<file path="config.mk">
export PLATFORM = sky130hd
export DESIGN_NAME = arm_branch_core_pipeline_top
export DESIGN_NICKNAME = d
export VERILOG_FILES = /design/src/arm_bcp_pkg.sv /design/src/arm_bcp_core.sv /design/src/arm_branch_core_pipeline_top.sv
export SDC_FILE = /design/constraint.sdc
export NUM_CORES = 2
export LEC_CHECK = 0
export BUFFER_PORTS_ARGS = -buffer_cell sky130_fd_sc_hd__buf_2
export CAP_MARGIN = 20
export CELL_PAD_IN_SITES_DETAIL_PLACEMENT = 2
export CELL_PAD_IN_SITES_GLOBAL_PLACEMENT = 2
export CORE_MARGIN = 3
export CORE_UTILIZATION = 40
export CTS_CLUSTER_DIAMETER = 150
export DETAILED_ROUTE_END_ITERATION = 8
export GPL_TIMING_DRIVEN = 0
export PLACE_DENSITY_LB_ADDON = 0.1
export SKIP_CTS_REPAIR_TIMING = 1
export SLEW_MARGIN = 20
export SYNTH_ARGS = -nofsm -noshare
export SYNTH_HDL_FRONTEND = slang
export SYNTH_HIERARCHICAL = 1
export SYNTH_SLANG_ARGS = --single-unit
</file>
<file path="constraint.sdc">
create_clock -name clock -period 6.4 [get_ports clock]
set_input_delay 0.32 -clock clock [delete_from_list [all_inputs] [get_ports clock]]
set_output_delay 0.32 -clock clock [all_outputs]
set_load 0.02 [all_outputs]
</file>
<file path="src/arm_bcp_pkg.sv">
// ----------------------------------------------------------------------------
// arm_bcp_pkg
// types, codes and helpers shared by the branch-subset pipeline core
// ----------------------------------------------------------------------------
package arm_bcp_pkg;

   typedef logic [31:0] word_type;
   typedef logic [4:0]  mode_type;

   typedef enum logic [1:0] {
      ST_FLUSH   = 2'd0,
      ST_FETCH   = 2'd1,
      ST_DECODE  = 2'd2,
      ST_EXECUTE = 2'd3
   } stage_type;

   typedef enum logic [1:0] {
      CL_B   = 2'd0,
      CL_BL  = 2'd1,
      CL_BX  = 2'd2,
      CL_UND = 2'd3
   } class_type;

   typedef enum logic [1:0] {
      EV_NONE   = 2'd0,
      EV_DONE   = 2'd1,
      EV_BRANCH = 2'd2,
      EV_UND    = 2'd3
   } event_type;

   typedef enum logic [2:0] {
      KIND_USR  = 3'd0,
      KIND_FIQ  = 3'd1,
      KIND_IRQ  = 3'd2,
      KIND_SVC  = 3'd3,
      KIND_ABT  = 3'd4,
      KIND_UND  = 3'd5,
      KIND_NONE = 3'd6
   } kind_type;

   localparam mode_type MODE_USR = 5'h10;
   localparam mode_type MODE_FIQ = 5'h11;
   localparam mode_type MODE_IRQ = 5'h12;
   localparam mode_type MODE_SVC = 5'h13;
   localparam mode_type MODE_ABT = 5'h17;
   localparam mode_type MODE_UND = 5'h1b;
   localparam mode_type MODE_SYS = 5'h1f;

   // flag vector bits
   localparam int FL_N = 6;
   localparam int FL_Z = 5;
   localparam int FL_C = 4;
   localparam int FL_V = 3;
   localparam int FL_I = 2;
   localparam int FL_F = 1;
   localparam int FL_T = 0;

   localparam word_type BX_MASK      = 32'h0ffffff0;
   localparam word_type BX_PATTERN   = 32'h012fff10;
   localparam word_type UND_VECTOR   = 32'h00000004;
   localparam word_type BOOT_PC      = 32'h08000000;
   localparam word_type BOOT_SP      = 32'h03007f00;
   localparam word_type BOOT_IRQ_SP  = 32'h03007fa0;
   localparam word_type BOOT_SVC_SP  = 32'h03007fe0;
   localparam word_type THUMB_ALIGN  = 32'hfffffffe;
   localparam word_type ARM_ALIGN    = 32'hfffffffc;
   localparam logic [11:0] BR_MASK   = 12'he00;
   localparam logic [11:0] BR_CODE   = 12'ha00;
   localparam logic [11:0] BX_CODE   = 12'h121;

   localparam logic [1:0] CSR_SKIP_BOOT = 2'd0;

   typedef struct packed {
      word_type  fetch_address;
      logic      fetch_halfword;
      word_type  cpsr_value;
      word_type  spsr_value;
      word_type  peek_value;
      event_type event_code;
   } result_type;

   function automatic kind_type mode_kind(input mode_type m);
      kind_type k;
      case (m)
         5'h00, MODE_USR, MODE_SYS: k = KIND_USR;
         5'h01, MODE_FIQ:           k = KIND_FIQ;
         5'h02, MODE_IRQ:           k = KIND_IRQ;
         5'h03, MODE_SVC:           k = KIND_SVC;
         MODE_ABT:                  k = KIND_ABT;
         MODE_UND:                  k = KIND_UND;
         default:                   k = KIND_NONE;
      endcase
      return k;
   endfunction

   function automatic logic cond_pass(input logic [3:0] c, input logic [6:0] f);
      logic n, z, cf, v, p;
      n  = f[FL_N];
      z  = f[FL_Z];
      cf = f[FL_C];
      v  = f[FL_V];
      case (c)
         4'd0:    p = z;
         4'd1:    p = !z;
         4'd2:    p = cf;
         4'd3:    p = !cf;
         4'd4:    p = n;
         4'd5:    p = !n;
         4'd6:    p = v;
         4'd7:    p = !v;
         4'd8:    p = cf && !z;
         4'd9:    p = !cf || z;
         4'd10:   p = (n == v);
         4'd11:   p = (n != v);
         4'd12:   p = !z && (n == v);
         4'd13:   p = z || (n != v);
         4'd14:   p = 1'b1;
         default: p = 1'b0;
      endcase
      return p;
   endfunction

   function automatic word_type make_cpsr(input logic [6:0] f, input mode_type m);
      return {f[FL_N], f[FL_Z], f[FL_C], f[FL_V], 20'd0, f[FL_I], f[FL_F], f[FL_T], m};
   endfunction

   function automatic word_type branch_offset(input word_type w);
      return {{6{w[23]}}, w[23:0], 2'b00};
   endfunction

endpackage

</file>
<file path="src/arm_bcp_core.sv">
// ----------------------------------------------------------------------------
// arm_bcp_core
// architectural state of the core and the combinational step logic
// ----------------------------------------------------------------------------
module arm_bcp_core (
   input  logic                   clock,
   input  logic                   reset,
   input  logic                   step,
   input  logic                   op,
   input  arm_bcp_pkg::word_type  fetch_data,
   input  logic [3:0]             peek_index,
   input  logic                   skip_boot,
   output arm_bcp_pkg::result_type result
);
   import arm_bcp_pkg::*;

   word_type  vis_ff [16];
   word_type  vis_in [16];
   word_type  usr_ff [7];
   word_type  usr_in [7];
   word_type  fiq_ff [7];
   word_type  fiq_in [7];
   word_type  irq_ff [2];
   word_type  irq_in [2];
   word_type  svc_ff [2];
   word_type  svc_in [2];
   word_type  abt_ff [2];
   word_type  abt_in [2];
   word_type  und_ff [2];
   word_type  und_in [2];
   word_type  sav_ff [5];
   word_type  sav_in [5];
   logic [6:0] flags_ff, flags_in;
   mode_type  mode_ff, mode_in;
   stage_type stage_ff, stage_in;
   word_type  fetched_ff, fetched_in;
   word_type  decoded_ff, decoded_in;
   class_type class_ff, class_in;
   event_type event_in;

   always_comb begin
      logic     do_jump;
      logic     do_und;
      word_type jaddr;
      word_type pc;
      word_type old_cpsr;
      word_type bx_val;
      kind_type k;
      logic [11:0] idx;
      vis_in     = vis_ff;
      usr_in     = usr_ff;
      fiq_in     = fiq_ff;
      irq_in     = irq_ff;
      svc_in     = svc_ff;
      abt_in     = abt_ff;
      und_in     = und_ff;
      sav_in     = sav_ff;
      flags_in   = flags_ff;
      mode_in    = mode_ff;
      stage_in   = stage_ff;
      fetched_in = fetched_ff;
      decoded_in = decoded_ff;
      class_in   = class_ff;
      event_in   = EV_NONE;
      do_jump    = 1'b0;
      do_und     = 1'b0;
      jaddr      = '0;
      pc         = vis_ff[15];
      old_cpsr   = make_cpsr(flags_ff, mode_ff);
      bx_val     = vis_ff[decoded_ff[3:0]];
      k          = mode_kind(mode_ff);
      idx        = '0;
      if (op) begin
         for (int i = 0; i < 16; i++) vis_in[i] = '0;
         for (int i = 0; i < 7; i++) begin
            usr_in[i] = '0;
            fiq_in[i] = '0;
         end
         for (int i = 0; i < 2; i++) begin
            irq_in[i] = '0;
            svc_in[i] = '0;
            abt_in[i] = '0;
            und_in[i] = '0;
         end
         for (int i = 0; i < 5; i++) sav_in[i] = '0;
         flags_in   = '0;
         stage_in   = ST_FLUSH;
         fetched_in = '0;
         decoded_in = '0;
         class_in   = CL_UND;
         if (skip_boot) begin
            vis_in[13] = BOOT_SP;
            vis_in[15] = BOOT_PC;
            irq_in[0]  = BOOT_IRQ_SP;
            svc_in[0]  = BOOT_SVC_SP;
            mode_in    = MODE_SYS;
         end else begin
            mode_in    = MODE_SVC;
         end
      end else begin
         // execute
         if (stage_ff == ST_EXECUTE) begin
            if (flags_ff[FL_T]) begin
               do_und = 1'b1;
            end else if (!cond_pass(decoded_ff[31:28], flags_ff)) begin
               event_in = EV_DONE;
            end else begin
               case (class_ff)
                  CL_B: begin
                     jaddr   = pc + branch_offset(decoded_ff);
                     do_jump = 1'b1;
                  end
                  CL_BL: begin
                     vis_in[14] = pc - 32'd4;
                     jaddr      = pc + branch_offset(decoded_ff);
                     do_jump    = 1'b1;
                  end
                  CL_BX: begin
                     if ((decoded_ff & BX_MASK) != BX_PATTERN) begin
                        do_und = 1'b1;
                     end else begin
                        flags_in[FL_T] = bx_val[0];
                        jaddr          = bx_val;
                        do_jump        = 1'b1;
                     end
                  end
                  default: do_und = 1'b1;
               endcase
            end
            if (do_und) begin
               // bank out the current mode
               case (k)
                  KIND_USR: for (int i = 0; i < 7; i++) usr_in[i] = vis_ff[8+i];
                  KIND_FIQ: for (int i = 0; i < 7; i++) fiq_in[i] = vis_ff[8+i];
                  KIND_IRQ, KIND_SVC, KIND_ABT, KIND_UND: begin
                     for (int i = 0; i < 5; i++) usr_in[i] = vis_ff[8+i];
                     case (k)
                        KIND_IRQ: begin irq_in[0] = vis_ff[13]; irq_in[1] = vis_ff[14]; end
                        KIND_SVC: begin svc_in[0] = vis_ff[13]; svc_in[1] = vis_ff[14]; end
                        KIND_ABT: begin abt_in[0] = vis_ff[13]; abt_in[1] = vis_ff[14]; end
                        default:  begin und_in[0] = vis_ff[13]; und_in[1] = vis_ff[14]; end
                     endcase
                  end
                  default: ;
               endcase
               // bank in undefined mode
               for (int i = 0; i < 5; i++) vis_in[8+i] = usr_in[i];
               vis_in[13] = und_in[0];
               vis_in[14] = pc - (flags_ff[FL_T] ? 32'd2 : 32'd4);
               mode_in    = MODE_UND;
               sav_in[4]  = old_cpsr;
               flags_in[FL_T] = 1'b0;
               flags_in[FL_I] = 1'b1;
               jaddr   = UND_VECTOR;
               do_jump = 1'b1;
            end
            if (do_jump) begin
               vis_in[15] = jaddr & (flags_in[FL_T] ? THUMB_ALIGN : ARM_ALIGN);
               stage_in   = ST_FLUSH;
               event_in   = do_und ? EV_UND : EV_BRANCH;
            end else if (!do_und && event_in == EV_NONE) begin
               event_in = EV_DONE;
            end
         end
         // decode
         if (stage_in == ST_DECODE || stage_in == ST_EXECUTE) begin
            if (flags_in[FL_T]) begin
               decoded_in = {16'd0, fetched_ff[15:0]};
               class_in   = CL_UND;
            end else begin
               idx        = {fetched_ff[27:20], fetched_ff[7:4]};
               decoded_in = fetched_ff;
               if ((idx & BR_MASK) == BR_CODE) class_in = idx[8] ? CL_BL : CL_B;
               else if (idx == BX_CODE)        class_in = CL_BX;
               else                            class_in = CL_UND;
            end
         end
         // fetch
         if (stage_in != ST_FLUSH) begin
            if (flags_in[FL_T]) begin
               fetched_in = {16'd0, fetch_data[15:0]};
               vis_in[15] = vis_in[15] + 32'd2;
            end else begin
               fetched_in = fetch_data;
               vis_in[15] = vis_in[15] + 32'd4;
            end
         end
         if (stage_in != ST_EXECUTE) stage_in = stage_type'(stage_in + 2'd1);
      end
   end

   always_comb begin
      kind_type kn;
      kn = mode_kind(mode_in);
      result.fetch_address  = vis_in[15];
      result.fetch_halfword = flags_in[FL_T];
      result.cpsr_value     = make_cpsr(flags_in, mode_in);
      case (kn)
         KIND_USR:  result.spsr_value = make_cpsr(flags_in, mode_in);
         KIND_FIQ:  result.spsr_value = sav_in[0];
         KIND_IRQ:  result.spsr_value = sav_in[1];
         KIND_SVC:  result.spsr_value = sav_in[2];
         KIND_ABT:  result.spsr_value = sav_in[3];
         KIND_UND:  result.spsr_value = sav_in[4];
         default:   result.spsr_value = '0;
      endcase
      result.peek_value = vis_in[peek_index];
      result.event_code = event_in;
   end

   always_ff @(posedge clock) begin
      if (reset) begin
         for (int i = 0; i < 16; i++)
            vis_ff[i] <= (i == 13) ? BOOT_SP : ((i == 15) ? BOOT_PC : 32'd0);
         for (int i = 0; i < 7; i++) begin
            usr_ff[i] <= '0;
            fiq_ff[i] <= '0;
         end
         for (int i = 0; i < 2; i++) begin
            irq_ff[i] <= (i == 0) ? BOOT_IRQ_SP : 32'd0;
            svc_ff[i] <= (i == 0) ? BOOT_SVC_SP : 32'd0;
            abt_ff[i] <= '0;
            und_ff[i] <= '0;
         end
         for (int i = 0; i < 5; i++) sav_ff[i] <= '0;
         flags_ff   <= '0;
         mode_ff    <= MODE_SYS;
         stage_ff   <= ST_FLUSH;
         fetched_ff <= '0;
         decoded_ff <= '0;
         class_ff   <= CL_UND;
      end else if (step) begin
         vis_ff     <= vis_in;
         usr_ff     <= usr_in;
         fiq_ff     <= fiq_in;
         irq_ff     <= irq_in;
         svc_ff     <= svc_in;
         abt_ff     <= abt_in;
         und_ff     <= und_in;
         sav_ff     <= sav_in;
         flags_ff   <= flags_in;
         mode_ff    <= mode_in;
         stage_ff   <= stage_in;
         fetched_ff <= fetched_in;
         decoded_ff <= decoded_in;
         class_ff   <= class_in;
      end
   end

endmodule

</file>
<file path="src/arm_branch_core_pipeline_top.sv">
// ----------------------------------------------------------------------------
// arm_branch_core_pipeline_top
// three-stage core running the branch subset, one core cycle per beat
// ----------------------------------------------------------------------------
// each req beat runs one core cycle (tuser = 0) or resets the core (tuser = 1);
// tdata carries the word read at the last reported fetch address and the
// register number to report back. each req beat gives exactly one rsp beat
// with the new fetch address, Thumb flag, CPSR, SPSR, the chosen register
// and what the execute stage did.
// the step logic sits between the core state and the rsp register, so each
// rsp beat is registered. throughput is one beat per cycle, set by the single
// rsp register; req_tready drops only while a rsp beat is held by the receiver.
// reset empties the rsp register and puts the core in system mode at the
// cartridge entry with the boot stack pointers; the csr skip_boot register
// (address 0, reset 1) picks the start used by later core resets.
// ----------------------------------------------------------------------------
module arm_branch_core_pipeline_top (
   input  logic         clock,
   input  logic         reset,
   input  logic         req_tvalid,
   output logic         req_tready,
   input  logic [39:0]  req_tdata,   // fetch_data[31:0], peek_index[35:32]
   input  logic         req_tuser,   // op
   output logic         rsp_tvalid,
   input  logic         rsp_tready,
   output logic [135:0] rsp_tdata,   // fetch_address, fetch_halfword, cpsr_value,
                                     // spsr_value, peek_value, event_code
   input  logic         csr_psel,
   input  logic         csr_penable,
   input  logic         csr_pwrite,
   input  logic [2:0]   csr_paddr,
   input  logic [31:0]  csr_pwdata,
   output logic [31:0]  csr_prdata,
   output logic         csr_pready
);
   import arm_bcp_pkg::*;

   logic       skip_ff, skip_in;
   logic       valid_ff, valid_in;
   result_type res_ff, res_in;
   logic       accept;

   assign csr_pready = 1'b1;
   assign csr_prdata = (csr_paddr[2:1] == CSR_SKIP_BOOT) ? {31'd0, skip_ff} : 32'd0;
   assign skip_in = (csr_psel && csr_penable && csr_pwrite && csr_paddr[2:1] == CSR_SKIP_BOOT)
                    ? csr_pwdata[0] : skip_ff;

   assign req_tready = !valid_ff || rsp_tready;
   assign accept     = req_tvalid && req_tready;
   assign valid_in   = accept || (valid_ff && !rsp_tready);

   arm_bcp_core u_core (
      .clock      (clock),
      .reset      (reset),
      .step       (accept),
      .op         (req_tuser),
      .fetch_data (req_tdata[31:0]),
      .peek_index (req_tdata[35:32]),
      .skip_boot  (skip_ff),
      .result     (res_in)
   );

   always_ff @(posedge clock) begin
      if (reset) begin
         skip_ff  <= 1'b1;
         valid_ff <= 1'b0;
      end else begin
         skip_ff  <= skip_in;
         valid_ff <= valid_in;
      end
   end

   always_ff @(posedge clock) begin
      if (accept) res_ff <= res_in;
   end

   assign rsp_tvalid = valid_ff;
   assign rsp_tdata  = {5'd0, res_ff.event_code, res_ff.peek_value, res_ff.spsr_value,
                        res_ff.cpsr_value, res_ff.fetch_halfword, res_ff.fetch_address};

endmodule

</file>
Word level (Yosys, flattened, before mapping)

Memories as Yosys holds them, arrays and structs flattened. A register that Yosys moved wholly into a read port is not among the register bits.
Index checks and enable logic that the tools add are counted.

Word-level logic and storage cells: 234
Output and inout bits: 171
Input port bits: 83
Bits in registers: 1057
Memories kept: 2
Memory bits (read-only): 192

Add/subtract/negate cells: 6
Equal/unequal tests: 34
$lt $le $gt $ge: 2
Reduce and logical (&&, ||, !) cells: 39
Muxes and demuxes: 106
Bitwise logic cells: 4

Memories:

| name             | words | bits a word | read ports | clocked after memory_dff | write ports | line              | text |
|---|---|---|---|---|---|---|---|
| (name not given) | 32    | 3           | 1          | 0                        | 0           | arm_bcp_pkg.sv:84 | `case (m)` |
| (name not given) | 32    | 3           | 1          | 1                        | 0           | arm_bcp_pkg.sv:84 |  |

Operator list:

| cell                    | number |
|---|---|
| $mux W256               | 4 |
| $mux W224               | 4 |
| $mux W32                | 25 |
| $mux W64                | 6 |
| $bmux W32 S4            | 2 |
| $pmux W32 S6            | 1 |
| $mux W160               | 1 |
| $mux W128               | 1 |
| $pmux W32 S2            | 1 |
| $mux W1                 | 33 |
| $add A32 B2 Y32 const B | 1 |
| $add A32 B3 Y32 const B | 1 |
| $add A32 B32 Y32        | 1 |
| $and A32 B32 Y32        | 1 |
| $sub A32 B3 Y32 const B | 1 |
| $sub A32 B32 Y32        | 1 |
| $mux W2                 | 15 |
| $eq A4 B4 Y1 const B    | 7 |
| $mux W28                | 1 |
| $mux W26                | 1 |
| $mux W5                 | 5 |
| $ne A24 B21 Y1 const B  | 1 |
| $eq A4 B3 Y1 const B    | 4 |
| $eq A3 B3 Y1 const B    | 5 |
| other kinds (31)        | 68 |

Longest topological paths before layout

Depth in word-level cells: 25
Depth in mapped cells: 19
Mapped depth without buffers: 14

Hierarchy

Netlist, hierarchy kept.

Modules (own cells, without submodules):

| module                       | cells each | sequential area each (µm²) | area each (µm²) | times used |
|---|---|---|---|---|
| arm_bcp_core                 | 4835       | 18958.2                    | 46190.6         | 1 |
| arm_branch_core_pipeline_top | 182        | 3973.8                     | 4315.4          | 1 |

Least setup slack after synthesis

Ideal clock, no wire load.

Path kind: reg-to-reg
From: register valid_ff (netlist: rsp_tvalid)
To: register u_core.decoded_ff[21]
Path buffers: 4
Library setup time: 0.065 ns
Cell stages (with the launch flop): 13
Required time: 6.335 ns
Slack: 0.818 ns
Arrival time: 5.517 ns
Clock period less this slack: 5.582 ns
Path through: dfxtp_1 nand2b_1 and2_1 clkbuf_1 inv_1 nor2_1 and3_1 clkbuf_1 and2_1 clkbuf_1 clkbuf_1 a22oi_1 nor2_1

Cells in the longest elaborated chain, start to end: 4

Ends and longest elaborated chain:

| item                               | line                               | text |
|---|---|---|
| from (decl)                        | arm_branch_core_pipeline_top.sv:39 | `logic valid_ff, valid_in;` |
| from (signal assigned)             | arm_branch_core_pipeline_top.sv:69 | `valid_ff <= valid_in;` |
| $logic_not A1 Y1                   | arm_branch_core_pipeline_top.sv:48 | `assign req_tready = !valid_ff \|\| rsp_tready;` |
| $logic_or A1 B1 Y1                 | arm_branch_core_pipeline_top.sv:48 |  |
| named net req_tready               | arm_branch_core_pipeline_top.sv:21 | `output logic req_tready,` |
| $logic_and A1 B1 Y1                | arm_branch_core_pipeline_top.sv:49 | `assign accept = req_tvalid && req_tready;` |
| named net accept                   | arm_branch_core_pipeline_top.sv:41 | `logic accept;` |
| $reduce_and A2 Y1 (no source line) | -                                  |  |
| to (signal assigned)               | arm_bcp_core.sv:245                | `decoded_ff <= decoded_in;` |
| to (decl)                          | arm_bcp_core.sv:37                 | `word_type decoded_ff, decoded_in;` |

The timed path passes the listed nets, and every way through them passes these cells.
A chain may end at the register's enable or synchronous reset.

==> flow_summary.ini <==
[power]
switchingPower_mw = 3.97
vdd_drop_max_uv = 214
comb_power_share_pct = 6.6
p_leak_nw = 21.7
p_int_mw = 11.2
swShare_pct = 26.2
p_seq_share_pct = 45.9
clock_power_share_pct = 47.5
powerDensity_nw_per_um2 = 258

[clock_network]
cts_tree = built
cts_sinks = 1080
cts.clk_slew.worst_paths_ns = 0.07
cts_buffer_depth = 3
cts_root_buf = clkbuf_16
insertion_delay_ns = 0.82
cts_buffers = 117
h-tree-depth = 3

[layout]
seq_area_um2 = 22900
fill_cells = 12973
nNetsFinal = 5533
syn_to_final_growth_pct = 16.1
multi_input_area_um2 = 25500
utilization_pct = 47.1
drive_gt1_share_pct = 16.5

[critical_path]
cp_slowest_cell = a2111oi_1
cp_common_cell = clkbuf_4
required_ns = 6.87
critPathKind = flip-flop to flip-flop
slowest_delay_ns = 1.08
crit_family = compound AO/OA/AOI/OAI gates
end_kind = flip-flop
startpoint_type = flip-flop
cp_num_buf_inv = 3
cp_max_fo = 10
cp_cell_sequence = buf_2 > clkbuf_4 > clkbuf_4 > mux4_2 > nor2b_1 > a211oi_1 > a2111oi_1 > a221oi_1 > nor4_2 > nand3_2 > o21a_1 > or3_1 > a21oi_1
arrival_ns = 7.09

[grt]
grt_pass1_vias = 48824
grt_max_degree = 50
grt_pass1_wl_um = 392000
overflow = 0
antenna_found_initial = 42
grt_usage_pct = 42.3

[logic_synthesis]
synth-edff-count = 131
netlist_top_cells_area = dfxtp_1 (38%), mux4_2 (12%), edfxtp_1 (7.8%), a22oi_1 (7.6%), and2_1 (5.1%)
ys_seq_area_share_pct = 45.4
ys_types = 99
synth_top_area_share_pct = 37.6
synth_area_per_cell_um2 = 10.1
synth_common_cells = dfxtp_1 (949), nor2_1 (664), a22oi_1 (510)
synth_cells = 5017
synth.most_common_cell = dfxtp_1
async_flop_share_pct = 0
synth_ff_type = dfxtp_1
ys_ff_latch = 1080
syn_area_um2 = 50500
yosys_warnings = 6
yosys.area.top_type = dfxtp_1

[place]
pre_cts_slack_ns = -1.56
place.gp.congestion = 1.11
io_buffers = 177
hpwlAfterDp_um = 211000

[route]
viasPerCell = 6.89
routed_wirelength_um = 287000
num_vias = 49446
drtIter0Drc = 7835
firstDrtPassIters = 8
drcViolationCount = 0
ant_nets = 0
wl_per_cell_um = 39.9

[floorplan]
dieHeight_um = 361
die-width_um = 361
pin_count = 254
coreArea_um2 = 124000
die_area_um2 = 131000
rows = 129
initial_core_util_pct = 40.6

[sta]
finalSetupTns_ns = -1.51
period_needed_ns = 6.62
final_hold_viol_count = 0
slew_headroom_pct = 8.96
max_freq_ghz = 0.151
setup_ws_ns = -0.218
fin_crit_sh_pct = 103
worstMarginPinSlew_ns = 1.37
finalMaxSlewViolations = 0
setup_viol = 18
clock_skew_ns = 0.0826

[outcome]
violations = setup timing
run_status = finished, violations left

[min_path]
hp-class = primary input to flip-flop

[flow_run]
cap_violations = 0
## final cells by class
type | count | share of cell area (%)
Clock buffer | 171 | 5.80
Tap cell | 1637 | 3.49
Clock inverter | 52 | 1.10
Buffer | 518 | 4.25
Timing Repair Buffer | 225 | 2.40
Multi-Input combinational cell | 3433 | 43.5
Sequential cell | 1080 | 39.1
Inverter | 39 | 0.250
Antenna cell | 22 | 0.0939
## path summary, 6_finish.rpt
check	start	cells past startpoint	to	slack (ns)
max reg2reg	u_core/decoded_ff[1]	13	rsp_tdata[123]	-0.22
min	reset	3	rsp_tvalid	0.35
max	u_core/decoded_ff[1]	13	rsp_tdata[123]	-0.22
min reg2reg	u_core/sav_ff[73]	1	u_core/sav_ff[73]	0.46
## logic make-up after synthesis
| family | Yosys count | share of synthesized area (%) |
|---|---|---|
| muxes | 412 | 14.7 |
| and+or+nand+nor | 1680 | 16.0 |
| AOI/OAI and AO/OA | 1194 | 17.0 |
| adders and majority gates | 36 | 0.922 |
| buffers and inverters | 558 | 5.01 |
| other | 3 | 0.0223 |
| xor gates and xnor gates | 54 | 0.936 |
| DFF | 1080 | 45.4 |
## cells in the final DEF (no fill, tap or decap), types with 57 or more instances in the layout
| master | netlist | routed |
|---|---|---|
| and3_1 | 57 | 57 |
| a21oi_1 | 151 | 149 |
| o21ai_0 | 118 | 114 |
| nor2_1 | 664 | 662 |
| and2_1 | 415 | 414 |
| conb_1 | 3 | 57 |
| clkbuf_1 | 342 | 350 |
| buf_2 | 43 | 213 |
| buf_4 | 100 | 102 |
| clkbuf_16 | 0 | 118 |
| a22oi_1 | 510 | 510 |
| nand2_1 | 299 | 298 |
| mux2i_1 | 120 | 119 |
| mux4_2 | 261 | 261 |
| dfxtp_1 | 949 | 949 |
| edfxtp_1 | 131 | 131 |
## per-stage QoR
stage,instance area [um^2],hold slack (ns),std cells,total power [mW]
after detailed placement,53900,0.448,6894,8.00
after CTS,57900,-0.258,7117,15.1
final,58600,0.349,7177,15.1
after floorplan,50700,0.389,5071,7.54
after global routing,58600,0.354,7158,15.5
after global placement,53600,0.440,6885,7.98
## power by group through the flow
stage / Combinational (mW) / Sequential (mW) / Clock [mW]
2_1_floorplan: 0.401 / 7.14 / 0
3_3_place_gp: 0.893 / 7.09 / 0
3_5_place_dp: 0.914 / 7.08 / 0
4_1_cts: 0.920 / 6.94 / 7.24
5_1_grt: 1.00 / 6.94 / 7.55
6_report: 1.00 / 6.94 / 7.19
## flip-flops by register name, indices dropped and copies added (netlist names), 7 cells and up, named ones only
register,count
u_core/vis_ff,512
u_core/sav_ff,160
u_core/usr_ff,160
rsp_tdata,131
u_core/decoded_ff,32
u_core/fetched_ff,32
u_core/und_ff,32
u_core/flags_ff,7
## per-layer routing
layer / global-route usage, % / share of wire, %
met1: 55.7 / 39
met3: 13.6 / 13
met2: 60.9 / 41
met5: 0 / 0.066
met4: 24.7 / 7.3
## tightest hold or removal path, cell delays in order
cell           delay (ns)
buf_2                0.17
a21oi_1              0.06
dlygate4sd3_1        0.55
Power figures use the tool's default switching activity.
